[config.mk]
export PLATFORM = sky130hd
export DESIGN_NAME = rotation_matrix_accumulator_unit
export DESIGN_NICKNAME = d
export VERILOG_FILES = /design/src/rtl/core/rma_pkg.sv /design/src/rtl/core/rotation_matrix_accumulator_unit.sv /design/src/rtl/core/rma_front.sv /design/src/rtl/core/rma_rsp_fifo.sv /design/src/rtl/core/rma_core.sv
export SDC_FILE = /design/constraint.sdc
export NUM_CORES = 2
export LEC_CHECK = 0
export BUFFER_PORTS_ARGS = -buffer_cell sky130_fd_sc_hd__clkbuf_2
export CAP_MARGIN = 30
export CORE_ASPECT_RATIO = 1.1
export CORE_MARGIN = 2
export CORE_UTILIZATION = 60
export CTS_CLUSTER_DIAMETER = 120
export DETAILED_ROUTE_END_ITERATION = 6
export PLACE_DENSITY_LB_ADDON = 0.08
export SLEW_MARGIN = 5
export SYNTH_ARGS = -nofsm -noshare
export SYNTH_HDL_FRONTEND = slang
export SYNTH_SLANG_ARGS = --single-unit
[constraint.sdc]
create_clock -name clock -period 35.5 [get_ports clock]
set_input_delay 0 -clock clock [delete_from_list [all_inputs] [get_ports clock]]
set_output_delay 0 -clock clock [all_outputs]
set_load 0.005 [all_outputs]
[src/rtl/core/rma_pkg.sv]
// shared types, codes and constant tables of the rotation matrix accumulator
`timescale 1ns / 1ps

package rma_pkg;

   // command codes on the request channel
   localparam logic [1:0] CMD_ROT_X    = 2'd0;
   localparam logic [1:0] CMD_ROT_Y    = 2'd1;
   localparam logic [1:0] CMD_ROT_AXIS = 2'd2;
   localparam logic [1:0] CMD_UNUSED   = 2'd3;

   // command classes handed from the front end to the engine
   localparam logic [2:0] KIND_ROT_X     = 3'd0;
   localparam logic [2:0] KIND_ROT_Y     = 3'd1;
   localparam logic [2:0] KIND_ROT_AXIS  = 3'd2;
   localparam logic [2:0] KIND_ZERO_AXIS = 3'd3;
   localparam logic [2:0] KIND_NOP       = 3'd4;

   localparam int CORDIC_STEPS = 30;
   localparam logic signed [33:0] CORDIC_GAIN = 34'sd652032874;

   typedef struct packed {
      logic [1:0]         cmd;
      logic signed [15:0] angle;
      logic signed [15:0] axis_x;
      logic signed [15:0] axis_y;
      logic signed [15:0] axis_z;
   } req_type;

   typedef struct packed {
      logic signed [15:0] m00;
      logic signed [15:0] m01;
      logic signed [15:0] m02;
      logic signed [15:0] m10;
      logic signed [15:0] m11;
      logic signed [15:0] m12;
      logic signed [15:0] m20;
      logic signed [15:0] m21;
      logic signed [15:0] m22;
      logic               zero_axis;
   } rsp_type;

   typedef struct packed {
      logic [2:0]         kind;
      logic signed [15:0] angle;
      logic signed [15:0] axis_x;
      logic signed [15:0] axis_y;
      logic signed [15:0] axis_z;
   } work_type;

   // arctangent of 2^-i as a 32-bit binary angle
   function automatic logic [31:0] atan_value(input logic [4:0] idx);
      logic [31:0] v;
      unique case (idx)
         5'd0:  v = 32'h20000000;
         5'd1:  v = 32'h12E4051E;
         5'd2:  v = 32'h09FB385B;
         5'd3:  v = 32'h051111D4;
         5'd4:  v = 32'h028B0D43;
         5'd5:  v = 32'h0145D7E1;
         5'd6:  v = 32'h00A2F61E;
         5'd7:  v = 32'h00517C55;
         5'd8:  v = 32'h0028BE53;
         5'd9:  v = 32'h00145F2F;
         5'd10: v = 32'h000A2F98;
         5'd11: v = 32'h000517CC;
         5'd12: v = 32'h00028BE6;
         5'd13: v = 32'h000145F3;
         5'd14: v = 32'h0000A2FA;
         5'd15: v = 32'h0000517D;
         5'd16: v = 32'h000028BE;
         5'd17: v = 32'h0000145F;
         5'd18: v = 32'h00000A30;
         5'd19: v = 32'h00000518;
         5'd20: v = 32'h0000028C;
         5'd21: v = 32'h00000146;
         5'd22: v = 32'h000000A3;
         5'd23: v = 32'h00000051;
         5'd24: v = 32'h00000029;
         5'd25: v = 32'h00000014;
         5'd26: v = 32'h0000000A;
         5'd27: v = 32'h00000005;
         5'd28: v = 32'h00000003;
         5'd29: v = 32'h00000001;
         default: v = 32'h00000000;
      endcase
      return v;
   endfunction

endpackage

[src/rtl/core/rotation_matrix_accumulator_unit.sv]
// top level of the rotation matrix accumulator
`timescale 1ns / 1ps

// Keeps a 3x3 orientation matrix (row-major, signed, FRAC_BITS fraction bits,
// identity after reset) and premultiplies it by a rotation about X, about Y
// (sine signs transposed), or about an arbitrary normalized axis for each
// request beat, returning all nine entries after the update. A command-2 beat
// with a zero axis, and an unused command code, leave the matrix as it is;
// the zero-axis case raises zero_axis. One request is worked at a time by a
// sequencer that shares a single multiplier: X and Y rotations run 30 CORDIC
// iterations and 27 multiplies, an axis rotation adds the squares, the
// 32-step square root, three bit-serial divisions and 15 Rodrigues
// multiplies, and a beat that leaves the matrix alone goes straight to the
// result write. Two request beats and two result beats can wait in the
// queues on either side of the engine.
module rotation_matrix_accumulator_unit #(
   parameter int FRAC_BITS  = 14,
   parameter int ANGLE_BITS = 16
) (
   input  logic             clock,
   input  logic             reset,
   input  rma_pkg::req_type req_data,
   input  logic             push,
   output logic             full,
   output rma_pkg::rsp_type rsp_data,
   output logic             empty,
   input  logic             pop
);

   // front end to engine
   rma_pkg::work_type work;
   logic              work_valid;
   logic              work_take;

   // engine to result queue
   rma_pkg::rsp_type  core_rsp;
   logic              core_rsp_push;
   logic              rsp_fifo_full;

   // classify and queue incoming beats
   rma_front u_front (
      .clock      (clock),
      .reset      (reset),
      .req_data   (req_data),
      .push       (push),
      .full       (full),
      .work       (work),
      .work_valid (work_valid),
      .work_take  (work_take)
   );

   // matrix engine
   rma_core #(
      .FRAC_BITS  (FRAC_BITS),
      .ANGLE_BITS (ANGLE_BITS)
   ) u_core (
      .clock      (clock),
      .reset      (reset),
      .work       (work),
      .work_valid (work_valid),
      .work_take  (work_take),
      .rsp        (core_rsp),
      .rsp_push   (core_rsp_push),
      .rsp_full   (rsp_fifo_full)
   );

   // result beats wait here until popped
   rma_rsp_fifo u_rsp_fifo (
      .clock    (clock),
      .reset    (reset),
      .wr_data  (core_rsp),
      .wr_push  (core_rsp_push),
      .wr_full  (rsp_fifo_full),
      .rsp_data (rsp_data),
      .empty    (empty),
      .pop      (pop)
   );

   // the engine never drops a result into a full queue
   assert property (@(posedge clock) disable iff (reset) core_rsp_push |-> !rsp_fifo_full)
      else $error("result pushed into full queue");

   // the engine only takes work that is there
   assert property (@(posedge clock) disable iff (reset) work_take |-> work_valid)
      else $error("work taken from empty queue");

   // no result is shown right after reset
   assert property (@(posedge clock) reset |=> empty)
      else $error("result queue not empty after reset");

endmodule

[src/rtl/core/rma_front.sv]
// front end: takes request beats, classifies them and queues them for the engine
`timescale 1ns / 1ps

module rma_front (
   input  logic              clock,
   input  logic              reset,
   input  rma_pkg::req_type  req_data,
   input  logic              push,
   output logic              full,
   output rma_pkg::work_type work,
   output logic              work_valid,
   input  logic              work_take
);

   rma_pkg::work_type entry_ff [2];
   rma_pkg::work_type entry_in;
   logic       wr_ptr_ff, wr_ptr_in;
   logic       rd_ptr_ff, rd_ptr_in;
   logic [1:0] count_ff, count_in;
   logic       do_push, do_pop;

   assign full       = (count_ff == 2'd2);
   assign work_valid = (count_ff != 2'd0);
   assign work       = entry_ff[rd_ptr_ff];
   assign do_push    = push && !full;
   assign do_pop     = work_take && work_valid;

   always_comb begin
      entry_in.angle  = req_data.angle;
      entry_in.axis_x = req_data.axis_x;
      entry_in.axis_y = req_data.axis_y;
      entry_in.axis_z = req_data.axis_z;
      unique case (req_data.cmd)
         rma_pkg::CMD_ROT_X: entry_in.kind = rma_pkg::KIND_ROT_X;
         rma_pkg::CMD_ROT_Y: entry_in.kind = rma_pkg::KIND_ROT_Y;
         rma_pkg::CMD_ROT_AXIS: begin
            if (req_data.axis_x == 16'sd0 && req_data.axis_y == 16'sd0 &&
                req_data.axis_z == 16'sd0)
               entry_in.kind = rma_pkg::KIND_ZERO_AXIS;
            else
               entry_in.kind = rma_pkg::KIND_ROT_AXIS;
         end
         default: entry_in.kind = rma_pkg::KIND_NOP;
      endcase
      wr_ptr_in = do_push ? !wr_ptr_ff : wr_ptr_ff;
      rd_ptr_in = do_pop ? !rd_ptr_ff : rd_ptr_ff;
      count_in  = count_ff + 2'(do_push) - 2'(do_pop);
   end

   always_ff @(posedge clock) begin
      if (reset) begin
         wr_ptr_ff <= 1'b0;
         rd_ptr_ff <= 1'b0;
         count_ff  <= 2'd0;
      end else begin
         wr_ptr_ff <= wr_ptr_in;
         rd_ptr_ff <= rd_ptr_in;
         count_ff  <= count_in;
      end
   end

   always_ff @(posedge clock) begin
      if (do_push) entry_ff[wr_ptr_ff] <= entry_in;
   end

endmodule

[src/rtl/core/rma_rsp_fifo.sv]
// two-entry result queue between the engine and the result channel
`timescale 1ns / 1ps

module rma_rsp_fifo (
   input  logic             clock,
   input  logic             reset,
   input  rma_pkg::rsp_type wr_data,
   input  logic             wr_push,
   output logic             wr_full,
   output rma_pkg::rsp_type rsp_data,
   output logic             empty,
   input  logic             pop
);

   rma_pkg::rsp_type slot_ff [2];
   logic       wr_ptr_ff, wr_ptr_in;
   logic       rd_ptr_ff, rd_ptr_in;
   logic [1:0] count_ff, count_in;
   logic       do_push, do_pop;

   assign wr_full  = (count_ff == 2'd2);
   assign empty    = (count_ff == 2'd0);
   assign rsp_data = slot_ff[rd_ptr_ff];
   assign do_push  = wr_push && !wr_full;
   assign do_pop   = pop && !empty;

   always_comb begin
      wr_ptr_in = do_push ? !wr_ptr_ff : wr_ptr_ff;
      rd_ptr_in = do_pop ? !rd_ptr_ff : rd_ptr_ff;
      count_in  = count_ff + 2'(do_push) - 2'(do_pop);
   end

   always_ff @(posedge clock) begin
      if (reset) begin
         wr_ptr_ff <= 1'b0;
         rd_ptr_ff <= 1'b0;
         count_ff  <= 2'd0;
      end else begin
         wr_ptr_ff <= wr_ptr_in;
         rd_ptr_ff <= rd_ptr_in;
         count_ff  <= count_in;
      end
   end

   always_ff @(posedge clock) begin
      if (do_push) slot_ff[wr_ptr_ff] <= wr_data;
   end

endmodule

[src/rtl/core/rma_core.sv]
// back end: sine/cosine, axis normalization, rotation build and premultiply
`timescale 1ns / 1ps

module rma_core #(
   parameter int FRAC_BITS  = 14,
   parameter int ANGLE_BITS = 16
) (
   input  logic              clock,
   input  logic              reset,
   input  rma_pkg::work_type work,
   input  logic              work_valid,
   output logic              work_take,
   output rma_pkg::rsp_type  rsp,
   output logic              rsp_push,
   input  logic              rsp_full
);

   localparam int EW = FRAC_BITS + 2;
   localparam int MW = (FRAC_BITS + 3 > 17) ? FRAC_BITS + 3 : 17;
   localparam int PW = 2 * MW;
   localparam int AW = PW + 2;
   localparam int QW = FRAC_BITS + 2;
   localparam int DW = FRAC_BITS + 33;
   localparam int CS = 30 - FRAC_BITS;
   localparam int ASH = 32 - ANGLE_BITS;

   localparam logic signed [MW-1:0] ONE_M = MW'(64'd1 << FRAC_BITS);
   localparam logic signed [EW-1:0] ONE_E = EW'(64'd1 << FRAC_BITS);
   localparam logic [QW-1:0] ONE_Q = QW'(64'd1 << FRAC_BITS);
   localparam logic signed [34:0] RND_C = 35'((64'd1 << CS) >> 1);
   localparam logic signed [PW-1:0] RND_P = PW'(64'd1 << (FRAC_BITS - 1));
   localparam logic signed [AW-1:0] RND_A = AW'(64'd1 << (FRAC_BITS - 1));
   localparam logic signed [AW-1:0] SAT_HI = AW'((64'd1 << (FRAC_BITS + 1)) - 64'd1);
   localparam logic signed [AW-1:0] SAT_LO = -SAT_HI - AW'(1);
   localparam logic signed [33:0] QUARTER = 34'sd1073741824;
   localparam logic signed [33:0] HALF = 34'sd2147483648;

   localparam logic [3:0] S_IDLE   = 4'd0;
   localparam logic [3:0] S_CORDIC = 4'd1;
   localparam logic [3:0] S_TRIG   = 4'd2;
   localparam logic [3:0] S_SQ     = 4'd3;
   localparam logic [3:0] S_SQRT   = 4'd4;
   localparam logic [3:0] S_DIV    = 4'd5;
   localparam logic [3:0] S_ROD    = 4'd6;
   localparam logic [3:0] S_BUILD  = 4'd7;
   localparam logic [3:0] S_PRE    = 4'd8;
   localparam logic [3:0] S_COMMIT = 4'd9;
   localparam logic [3:0] S_WRITE  = 4'd10;

   function automatic logic signed [EW-1:0] clamp_one(input logic signed [MW:0] v);
      logic signed [EW-1:0] r;
      if (v > (MW+1)'(ONE_M))       r = ONE_E;
      else if (v < -((MW+1)'(ONE_M))) r = -ONE_E;
      else                            r = EW'(v);
      return r;
   endfunction

   function automatic logic [15:0] angle_bits(input logic signed [15:0] a);
      return a;
   endfunction

   logic [3:0] state_ff, state_in;
   logic [2:0] kind_ff, kind_in;
   logic [4:0] cnt_ff, cnt_in;
   logic [1:0] ph_ff, ph_in;
   logic [1:0] comp_ff, comp_in;
   logic [1:0] i_ff, i_in, j_ff, j_in, k_ff, k_in;

   logic signed [15:0] ax_ff [3];
   logic signed [15:0] ax_in [3];
   logic signed [33:0] cx_ff, cx_in, cy_ff, cy_in, cz_ff, cz_in;
   logic               neg_ff, neg_in;
   logic signed [MW-1:0] s_ff, s_in, c_ff, c_in;
   logic [31:0] n2_ff, n2_in;
   logic [63:0] sn_ff, sn_in, sr_ff, sr_in, sb_ff, sb_in;
   logic [DW-1:0] rem_ff, rem_in, dvs_ff, dvs_in;
   logic [QW-1:0] quo_ff, quo_in;
   logic signed [MW-1:0] ux_ff, ux_in, uy_ff, uy_in, uz_ff, uz_in;
   logic signed [MW-1:0] sv_ff [3];
   logic signed [MW-1:0] sv_in [3];
   logic signed [MW-1:0] q_ff [6];
   logic signed [MW-1:0] q_in [6];
   logic signed [EW-1:0] r_ff [9];
   logic signed [EW-1:0] r_in [9];
   logic signed [EW-1:0] or_ff [9];
   logic signed [EW-1:0] or_in [9];
   logic signed [EW-1:0] res_ff [9];
   logic signed [EW-1:0] res_in [9];
   logic signed [AW-1:0] acc_ff, acc_in;
   logic signed [MW-1:0] mul_a_ff, mul_a_in, mul_b_ff, mul_b_in;
   logic signed [PW-1:0] mul_p_ff;

   // combinational helpers
   logic [31:0]        th;
   logic signed [33:0] z0;
   logic signed [33:0] atan_s;
   logic [1:0]         ax_idx;
   logic signed [15:0] axis_rd;
   logic [16:0]        axis_mag;
   logic [30:0]        len;
   logic [63:0]        sq_trial;
   logic signed [34:0] xr, yr;
   logic signed [34:0] xsh, ysh;
   logic signed [PW-1:0] mq_full;
   logic signed [MW-1:0] mq;
   logic signed [MW-1:0] t_val;
   logic [QW-1:0]      quo_cl;
   logic [2:0]         qidx;
   logic [3:0]         ridx, oidx, eidx;
   logic signed [AW-1:0] acc_sum, acc_rnd;
   logic signed [EW-1:0] acc_sat;
   logic signed [MW:0]   rod [9];

   assign th       = 32'(64'({48'd0, angle_bits(work.angle)}) << ASH);
   assign atan_s   = $signed({2'b00, rma_pkg::atan_value(cnt_ff)});
   assign ax_idx   = (state_ff == S_SQ) ? cnt_ff[1:0] : comp_ff;
   assign axis_rd  = ax_ff[ax_idx];
   assign axis_mag = axis_rd[15] ? 17'(-{axis_rd[15], axis_rd}) : {1'b0, axis_rd};
   assign len      = sr_ff[30:0];
   assign sq_trial = sr_ff + sb_ff;
   assign xr       = neg_ff ? -35'(cx_ff) : 35'(cx_ff);
   assign yr       = neg_ff ? -35'(cy_ff) : 35'(cy_ff);
   assign xsh      = (xr + RND_C) >>> CS;
   assign ysh      = (yr + RND_C) >>> CS;
   assign mq_full  = (mul_p_ff + RND_P) >>> FRAC_BITS;
   assign mq       = MW'(mq_full);
   assign t_val    = ONE_M - c_ff;
   assign quo_cl   = (quo_ff > ONE_Q) ? ONE_Q : quo_ff;
   assign qidx     = (cnt_ff < 5'd9) ? 3'(cnt_ff - 5'd3) : 3'(cnt_ff - 5'd9);
   assign ridx     = 4'(i_ff) * 4'd3 + 4'(k_ff);
   assign oidx     = 4'(k_ff) * 4'd3 + 4'(j_ff);
   assign eidx     = 4'(i_ff) * 4'd3 + 4'(j_ff);
   assign acc_sum  = acc_ff + AW'(mul_p_ff);
   assign acc_rnd  = (acc_sum + RND_A) >>> FRAC_BITS;
   assign acc_sat  = (acc_rnd > SAT_HI) ? EW'(SAT_HI) :
                     ((acc_rnd < SAT_LO) ? EW'(SAT_LO) : EW'(acc_rnd));

   // binary angle as a signed value; it is folded into the right half plane when the work is taken
   always_comb begin
      z0 = 34'($signed(th));
   end

   // rodrigues entries before clamping
   always_comb begin
      rod[0] = (MW+1)'(c_ff) + (MW+1)'(q_ff[0]);
      rod[1] = (MW+1)'(q_ff[3]) - (MW+1)'(sv_ff[2]);
      rod[2] = (MW+1)'(q_ff[4]) + (MW+1)'(sv_ff[1]);
      rod[3] = (MW+1)'(q_ff[3]) + (MW+1)'(sv_ff[2]);
      rod[4] = (MW+1)'(c_ff) + (MW+1)'(q_ff[1]);
      rod[5] = (MW+1)'(q_ff[5]) - (MW+1)'(sv_ff[0]);
      rod[6] = (MW+1)'(q_ff[4]) - (MW+1)'(sv_ff[1]);
      rod[7] = (MW+1)'(q_ff[5]) + (MW+1)'(sv_ff[0]);
      rod[8] = (MW+1)'(c_ff) + (MW+1)'(q_ff[2]);
   end

   always_comb begin
      state_in = state_ff;
      kind_in  = kind_ff;
      cnt_in   = cnt_ff;
      ph_in    = ph_ff;
      comp_in  = comp_ff;
      i_in     = i_ff;
      j_in     = j_ff;
      k_in     = k_ff;
      ax_in    = ax_ff;
      cx_in    = cx_ff;
      cy_in    = cy_ff;
      cz_in    = cz_ff;
      neg_in   = neg_ff;
      s_in     = s_ff;
      c_in     = c_ff;
      n2_in    = n2_ff;
      sn_in    = sn_ff;
      sr_in    = sr_ff;
      sb_in    = sb_ff;
      rem_in   = rem_ff;
      dvs_in   = dvs_ff;
      quo_in   = quo_ff;
      ux_in    = ux_ff;
      uy_in    = uy_ff;
      uz_in    = uz_ff;
      sv_in    = sv_ff;
      q_in     = q_ff;
      r_in     = r_ff;
      or_in    = or_ff;
      res_in   = res_ff;
      acc_in   = acc_ff;
      mul_a_in = mul_a_ff;
      mul_b_in = mul_b_ff;
      work_take = 1'b0;
      rsp_push  = 1'b0;

      unique case (state_ff)
         S_IDLE: begin
            if (work_valid) begin
               work_take = 1'b1;
               kind_in   = work.kind;
               ax_in[0]  = work.axis_x;
               ax_in[1]  = work.axis_y;
               ax_in[2]  = work.axis_z;
               cx_in     = rma_pkg::CORDIC_GAIN;
               cy_in     = 34'sd0;
               cnt_in    = 5'd0;
               if (z0 > QUARTER) begin
                  cz_in  = z0 - HALF;
                  neg_in = 1'b1;
               end else if (z0 < -QUARTER) begin
                  cz_in  = z0 + HALF;
                  neg_in = 1'b1;
               end else begin
                  cz_in  = z0;
                  neg_in = 1'b0;
               end
               if (work.kind == rma_pkg::KIND_NOP || work.kind == rma_pkg::KIND_ZERO_AXIS)
                  state_in = S_WRITE;
               else
                  state_in = S_CORDIC;
            end
         end
         S_CORDIC: begin
            if (!cz_ff[33]) begin
               cx_in = cx_ff - (cy_ff >>> cnt_ff);
               cy_in = cy_ff + (cx_ff >>> cnt_ff);
               cz_in = cz_ff - atan_s;
            end else begin
               cx_in = cx_ff + (cy_ff >>> cnt_ff);
               cy_in = cy_ff - (cx_ff >>> cnt_ff);
               cz_in = cz_ff + atan_s;
            end
            cnt_in = cnt_ff + 5'd1;
            if (cnt_ff == 5'(rma_pkg::CORDIC_STEPS - 1)) state_in = S_TRIG;
         end
         S_TRIG: begin
            c_in   = MW'(xsh);
            s_in   = MW'(ysh);
            cnt_in = 5'd0;
            ph_in  = 2'd0;
            n2_in  = 32'd0;
            if (kind_ff == rma_pkg::KIND_ROT_AXIS) state_in = S_SQ;
            else                                   state_in = S_BUILD;
         end
         S_SQ: begin
            // axis squares through the shared multiplier
            unique case (ph_ff)
               2'd0: begin
                  mul_a_in = MW'(axis_rd);
                  mul_b_in = MW'(axis_rd);
                  ph_in    = 2'd1;
               end
               2'd1: ph_in = 2'd2;
               default: begin
                  n2_in = n2_ff + mul_p_ff[31:0];
                  ph_in = 2'd0;
                  if (cnt_ff == 5'd2) begin
                     cnt_in   = 5'd0;
                     sn_in    = 64'(n2_in) << 30;
                     sr_in    = 64'd0;
                     sb_in    = 64'd1 << 62;
                     state_in = S_SQRT;
                  end else begin
                     cnt_in = cnt_ff + 5'd1;
                  end
               end
            endcase
         end
         S_SQRT: begin
            // one result bit per cycle
            if (sn_ff >= sq_trial) begin
               sn_in = sn_ff - sq_trial;
               sr_in = (sr_ff >> 1) + sb_ff;
            end else begin
               sr_in = sr_ff >> 1;
            end
            sb_in  = sb_ff >> 2;
            cnt_in = cnt_ff + 5'd1;
            if (cnt_ff == 5'd31) begin
               comp_in  = 2'd0;
               ph_in    = 2'd0;
               state_in = S_DIV;
            end
         end
         S_DIV: begin
            unique case (ph_ff)
               2'd0: begin
                  rem_in = (DW'(axis_mag) << (FRAC_BITS + 15)) + DW'(len >> 1);
                  dvs_in = DW'(len) << (QW - 1);
                  quo_in = '0;
                  cnt_in = 5'd0;
                  ph_in  = 2'd1;
               end
               2'd1: begin
                  if (rem_ff >= dvs_ff) begin
                     rem_in = rem_ff - dvs_ff;
                     quo_in = {quo_ff[QW-2:0], 1'b1};
                  end else begin
                     quo_in = {quo_ff[QW-2:0], 1'b0};
                  end
                  dvs_in = dvs_ff >> 1;
                  cnt_in = cnt_ff + 5'd1;
                  if (cnt_ff == 5'(QW - 1)) ph_in = 2'd2;
               end
               default: begin
                  unique case (comp_ff)
                     2'd0: ux_in = axis_rd[15] ? -MW'(quo_cl) : MW'(quo_cl);
                     2'd1: uy_in = axis_rd[15] ? -MW'(quo_cl) : MW'(quo_cl);
                     default: uz_in = axis_rd[15] ? -MW'(quo_cl) : MW'(quo_cl);
                  endcase
                  ph_in = 2'd0;
                  if (comp_ff == 2'd2) begin
                     cnt_in   = 5'd0;
                     state_in = S_ROD;
                  end else begin
                     comp_in = comp_ff + 2'd1;
                  end
               end
            endcase
         end
         S_ROD: begin
            // axis times sine, axis products, then products times one minus cosine
            unique case (ph_ff)
               2'd0: begin
                  unique case (cnt_ff)
                     5'd0, 5'd3, 5'd6, 5'd7: mul_a_in = ux_ff;
                     5'd1, 5'd4, 5'd8:       mul_a_in = uy_ff;
                     5'd2, 5'd5:             mul_a_in = uz_ff;
                     default:                mul_a_in = q_ff[qidx];
                  endcase
                  unique case (cnt_ff)
                     5'd0, 5'd1, 5'd2: mul_b_in = s_ff;
                     5'd3:             mul_b_in = ux_ff;
                     5'd4, 5'd6:       mul_b_in = uy_ff;
                     5'd5, 5'd7, 5'd8: mul_b_in = uz_ff;
                     default:          mul_b_in = t_val;
                  endcase
                  ph_in = 2'd1;
               end
               2'd1: ph_in = 2'd2;
               default: begin
                  if (cnt_ff < 5'd3) sv_in[cnt_ff[1:0]] = mq;
                  else               q_in[qidx] = mq;
                  ph_in = 2'd0;
                  if (cnt_ff == 5'd14) state_in = S_BUILD;
                  else                 cnt_in = cnt_ff + 5'd1;
               end
            endcase
         end
         S_BUILD: begin
            unique case (kind_ff)
               rma_pkg::KIND_ROT_X: begin
                  r_in[0] = ONE_E; r_in[1] = '0;        r_in[2] = '0;
                  r_in[3] = '0;    r_in[4] = EW'(c_ff); r_in[5] = -EW'(s_ff);
                  r_in[6] = '0;    r_in[7] = EW'(s_ff); r_in[8] = EW'(c_ff);
               end
               rma_pkg::KIND_ROT_Y: begin
                  r_in[0] = EW'(c_ff); r_in[1] = '0;    r_in[2] = -EW'(s_ff);
                  r_in[3] = '0;        r_in[4] = ONE_E; r_in[5] = '0;
                  r_in[6] = EW'(s_ff); r_in[7] = '0;    r_in[8] = EW'(c_ff);
               end
               default: begin
                  for (int e = 0; e < 9; e++) r_in[e] = clamp_one(rod[e]);
               end
            endcase
            i_in     = 2'd0;
            j_in     = 2'd0;
            k_in     = 2'd0;
            ph_in    = 2'd0;
            acc_in   = '0;
            state_in = S_PRE;
         end
         S_PRE: begin
            unique case (ph_ff)
               2'd0: begin
                  mul_a_in = MW'(r_ff[ridx]);
                  mul_b_in = MW'(or_ff[oidx]);
                  ph_in    = 2'd1;
               end
               2'd1: ph_in = 2'd2;
               default: begin
                  ph_in = 2'd0;
                  if (k_ff == 2'd2) begin
                     res_in[eidx] = acc_sat;
                     acc_in = '0;
                     k_in   = 2'd0;
                     if (j_ff == 2'd2) begin
                        j_in = 2'd0;
                        if (i_ff == 2'd2) state_in = S_COMMIT;
                        else              i_in = i_ff + 2'd1;
                     end else begin
                        j_in = j_ff + 2'd1;
                     end
                  end else begin
                     acc_in = acc_sum;
                     k_in   = k_ff + 2'd1;
                  end
               end
            endcase
         end
         S_COMMIT: begin
            or_in    = res_ff;
            state_in = S_WRITE;
         end
         S_WRITE: begin
            if (!rsp_full) begin
               rsp_push = 1'b1;
               state_in = S_IDLE;
            end
         end
         default: state_in = S_IDLE;
      endcase
   end

   assign rsp.m00       = 16'(or_ff[0]);
   assign rsp.m01       = 16'(or_ff[1]);
   assign rsp.m02       = 16'(or_ff[2]);
   assign rsp.m10       = 16'(or_ff[3]);
   assign rsp.m11       = 16'(or_ff[4]);
   assign rsp.m12       = 16'(or_ff[5]);
   assign rsp.m20       = 16'(or_ff[6]);
   assign rsp.m21       = 16'(or_ff[7]);
   assign rsp.m22       = 16'(or_ff[8]);
   assign rsp.zero_axis = (kind_ff == rma_pkg::KIND_ZERO_AXIS);

   always_ff @(posedge clock) begin
      if (reset) begin
         state_ff <= S_IDLE;
         for (int e = 0; e < 9; e++)
            or_ff[e] <= (e % 4 == 0) ? ONE_E : '0;
      end else begin
         state_ff <= state_in;
         or_ff    <= or_in;
      end
   end

   always_ff @(posedge clock) begin
      kind_ff  <= kind_in;
      cnt_ff   <= cnt_in;
      ph_ff    <= ph_in;
      comp_ff  <= comp_in;
      i_ff     <= i_in;
      j_ff     <= j_in;
      k_ff     <= k_in;
      ax_ff    <= ax_in;
      cx_ff    <= cx_in;
      cy_ff    <= cy_in;
      cz_ff    <= cz_in;
      neg_ff   <= neg_in;
      s_ff     <= s_in;
      c_ff     <= c_in;
      n2_ff    <= n2_in;
      sn_ff    <= sn_in;
      sr_ff    <= sr_in;
      sb_ff    <= sb_in;
      rem_ff   <= rem_in;
      dvs_ff   <= dvs_in;
      quo_ff   <= quo_in;
      ux_ff    <= ux_in;
      uy_ff    <= uy_in;
      uz_ff    <= uz_in;
      sv_ff    <= sv_in;
      q_ff     <= q_in;
      r_ff     <= r_in;
      res_ff   <= res_in;
      acc_ff   <= acc_in;
      mul_a_ff <= mul_a_in;
      mul_b_ff <= mul_b_in;
      mul_p_ff <= mul_a_ff * mul_b_ff;
   end

endmodule
==> reports/results.ini <==
[sta]
final_hold_viol_count=0
rsz0062_at_grt=false
max_slew.worst_pin.slew_ns=1.094
fin_tns_setup_ns=0
slew_violations=0
whs_ns=0.1550
max_freq_mhz=126.9
slew_headroom_pct=26.68
fin_crit_sh_pct=22.19
skew_ns=0.07588
period_needed_ns=7.879
setup_viol=0

[run]
drv_cap=0

[clock_tree]
cts_tree=done
clkLatencyLatePin_ns=0.90
cts_made_buffers=179
htree_levels=4
path_clk_slew_ns=0.06
cts-root-buf=clkbuf_16
cts_setup_buffers=0
cts_buffer_depth=3
clkSinkCount=1712

[power]
switchingPower_uw=6357
power.clock.fraction_pct=14.8
powerDensity_nw_per_um2=111.3
p_int_uw=7303
switching_share_pct=46.54
power_uw=13660
vdd_ir_drop_max_uv=245.9
p_leak_uw=0.04709
seqPwrFrac_pct=23.0
p_comb_share_pct=62.3

[outcome]
outcome=finished with violations
violations=design-rule violations

[route]
routedWlPerCell_um=24.10
viasPerCell=6.322
drc=4
wirelength_mm=321.2
num_vias=84238
dr.pass1.iters=7
ant_nets=0
drt_iter0_markers=8600

[critical_path]
reg2reg_depth=30
r2r-end=u_core.cy_ff[33]
cp-endpoint=u_core.cy_ff[33]
path_class=flop to flop
cp_common_cell=nor2_1
regToRegSetupSlack_ns=27.62
crit_path_end_kind=flop
crit_fanout=47
startpoint_type=flop
cpPeakStageDelay_ns=0.66
cp_slowest_cell=buf_4
timing.rr.start=u_core.cnt_ff[0]
critPathArrivalTime_ns=8.47
crit_required_ns=36.09
cp-startpoint=u_core.cnt_ff[0]

[synthesis]
ys_async_sr_fraction_pct=0
synth_top_cells_by_area=edfxtp_1 40%, ha_1 7.0%, fa_1 5.7%
synth_top_cell_by_area=edfxtp_1
yosysWarnings=0
ys_seq_area_share_pct=44.30
synth_common_cells=1,490 x edfxtp_1, 1,160 x nand2_1, 787 x nor2_1, 732 x a21oi_1, 681 x inv_1
syn_inst=10517
synth_area_um2=111000
ys_ff_latch=1712
yosysTopAreaCellShare_pct=40.30
ys.flop_type=edfxtp_1
yosysMostFrequentCell=edfxtp_1
avgSynthCellArea_um2=10.56
syn_nets=11527
synth-edff-count=1490
ys_types=128

[die]
fp-row-count=165
fp.coreArea_um2=183900
ios=217
start_util_pct=60.36
dieArea_um2=188500
die-width_um=414.2
die_height_um=455.2

[global_routing]
grt_pass1_vias=82061
grt_max_degree=146
grt_pass1_wl_mm=487.0
gr-total-overflow=0
grt_use_total_pct=33.54
antenna_found_initial=12

[final_layout]
post-route-util_pct=66.71
nets=11748
syn_to_final_growth_pct=10.51
final_layout_size_suffix_gt1_share_pct=11.41

[placement]
hpwl_mm=233.7
gp_congestion=0.9917
portBuffers=216

[hold_path]
hp-class=primary input to flop

[layer usage]
metal / share of wire, % / GRT usage, %
met1: 40 / 43.65
met2: 47 / 54.74
met3: 7.9 / 5.297
met4: 5.7 / 17.31
met5: 0.0040 / 0
[cell families after synthesis]
group | Yosys count | synth area share, %
compound gates | 2347 | 13.42
xor+xnor | 758 | 5.986
fa+ha+maj | 941 | 12.74
buf+inv | 1149 | 4.027
flops | 1712 | 44.30
mux | 494 | 6.502
simple gates | 3116 | 13.02
[flip-flops by register name, summed over array words and instances, names as in the netlist, 64 cells and up, named ones only]
name	cells
u_core.q_ff	102
u_core.r_ff	144
u_core.res_ff	144
u_core.rsp	144
u_core.sn_ff	64
u_core.sr_ff	64
u_front.entry_ff	134
u_rsp_fifo.slot_ff	290
[area by class of cell]
class	instances	area [um^2]
inverter	690	2595
fill	14055	61240
antenna	12	30.03
clock buffer	230	4866
multi-input combinational	7656	57780
timing repair buffer	499	3706
tap	2421	3029
sequential	1712	49190
clock inverter	104	1514
[worst min path at each step]
stage,start,endpoint,depth (start not counted)
2_1_floorplan,req_data[0],u_front.entry_ff[0][0],0
3_3_place_gp,req_data[41],u_front.entry_ff[0][41],1
3_5_place_dp,req_data[27],u_front.entry_ff[1][27],1
4_1_cts,req_data[33],u_front.entry_ff[1][33],2
5_1_grt,req_data[33],u_front.entry_ff[0][33],2
6_report,req_data[33],u_front.entry_ff[1][33],2
[repair_timing]
action	in CTS	in global routing
hold buffers	133	0
resized for setup	0	0
setup endpoints to repair	0	0
hold endpoints to repair	247	0
[placed cells by master, fill, tap and decap left out, types with 48 or more instances in the layout]
master,n
buf_4,139
and2_1,219
ha_1,621
and3_1,96
a21o_1,185
edfxtp_1,1490
clkbuf_2,215
nor4_1,58
nand4_1,73
nor2b_1,86
dlygate4sd3_1,133
fa_1,317
nand3_1,135
mux4_2,157
clkbuf_16,185
dfxtp_1,220
a21oi_1,732
a31oi_1,141
or3_1,48
mux2_2,245
nor3_1,193
nor2_1,780
o21ai_0,516
xor2_1,313
o21a_1,62
a211oi_1,60
mux2i_1,89
inv_1,676
o21bai_1,82
nand2_1,1157
nand2b_1,108
xnor2_1,429
[power by group through the flow]
| stage | Combinational, uW | Clock [uW] | Sequential (uW) |
|---|---|---|---|
| 6_report | 8500 | 2020 | 3140 |
| 5_1_grt | 9410 | 2120 | 3140 |
| 4_1_cts | 8400 | 2040 | 3120 |
| 3_5_place_dp | 8310 | 0 | 3160 |
| 3_3_place_gp | 8140 | 0 | 3150 |
| 2_1_floorplan | 6270 | 0 | 2940 |
[through the flow]
step           setup slack (ns)  area, um^2  std cells
4_1_cts                   27.78      122600      13306
5_1_grt                   27.12      122700      13317
6_report                  27.62      122700      13324
3_3_place_gp              27.68      114700      12826
2_1_floorplan             19.91      111000      10517
3_5_place_dp              27.81      114900      12839
[critical path: cells and delay by family, from the launching register on]
kind / cells / cell delay, ns
adders and majority gates: 1 / 0.39
buffers and inverters: 4 / 1.61
AOI/OAI and AO/OA: 12 / 2.72
muxes: 2 / 0.63
xor gates and xnor gates: 2 / 0.38
DFF: 1 / 0.32
and+or+nand+nor: 9 / 1.48
Power figures use the tool's default switching activity.
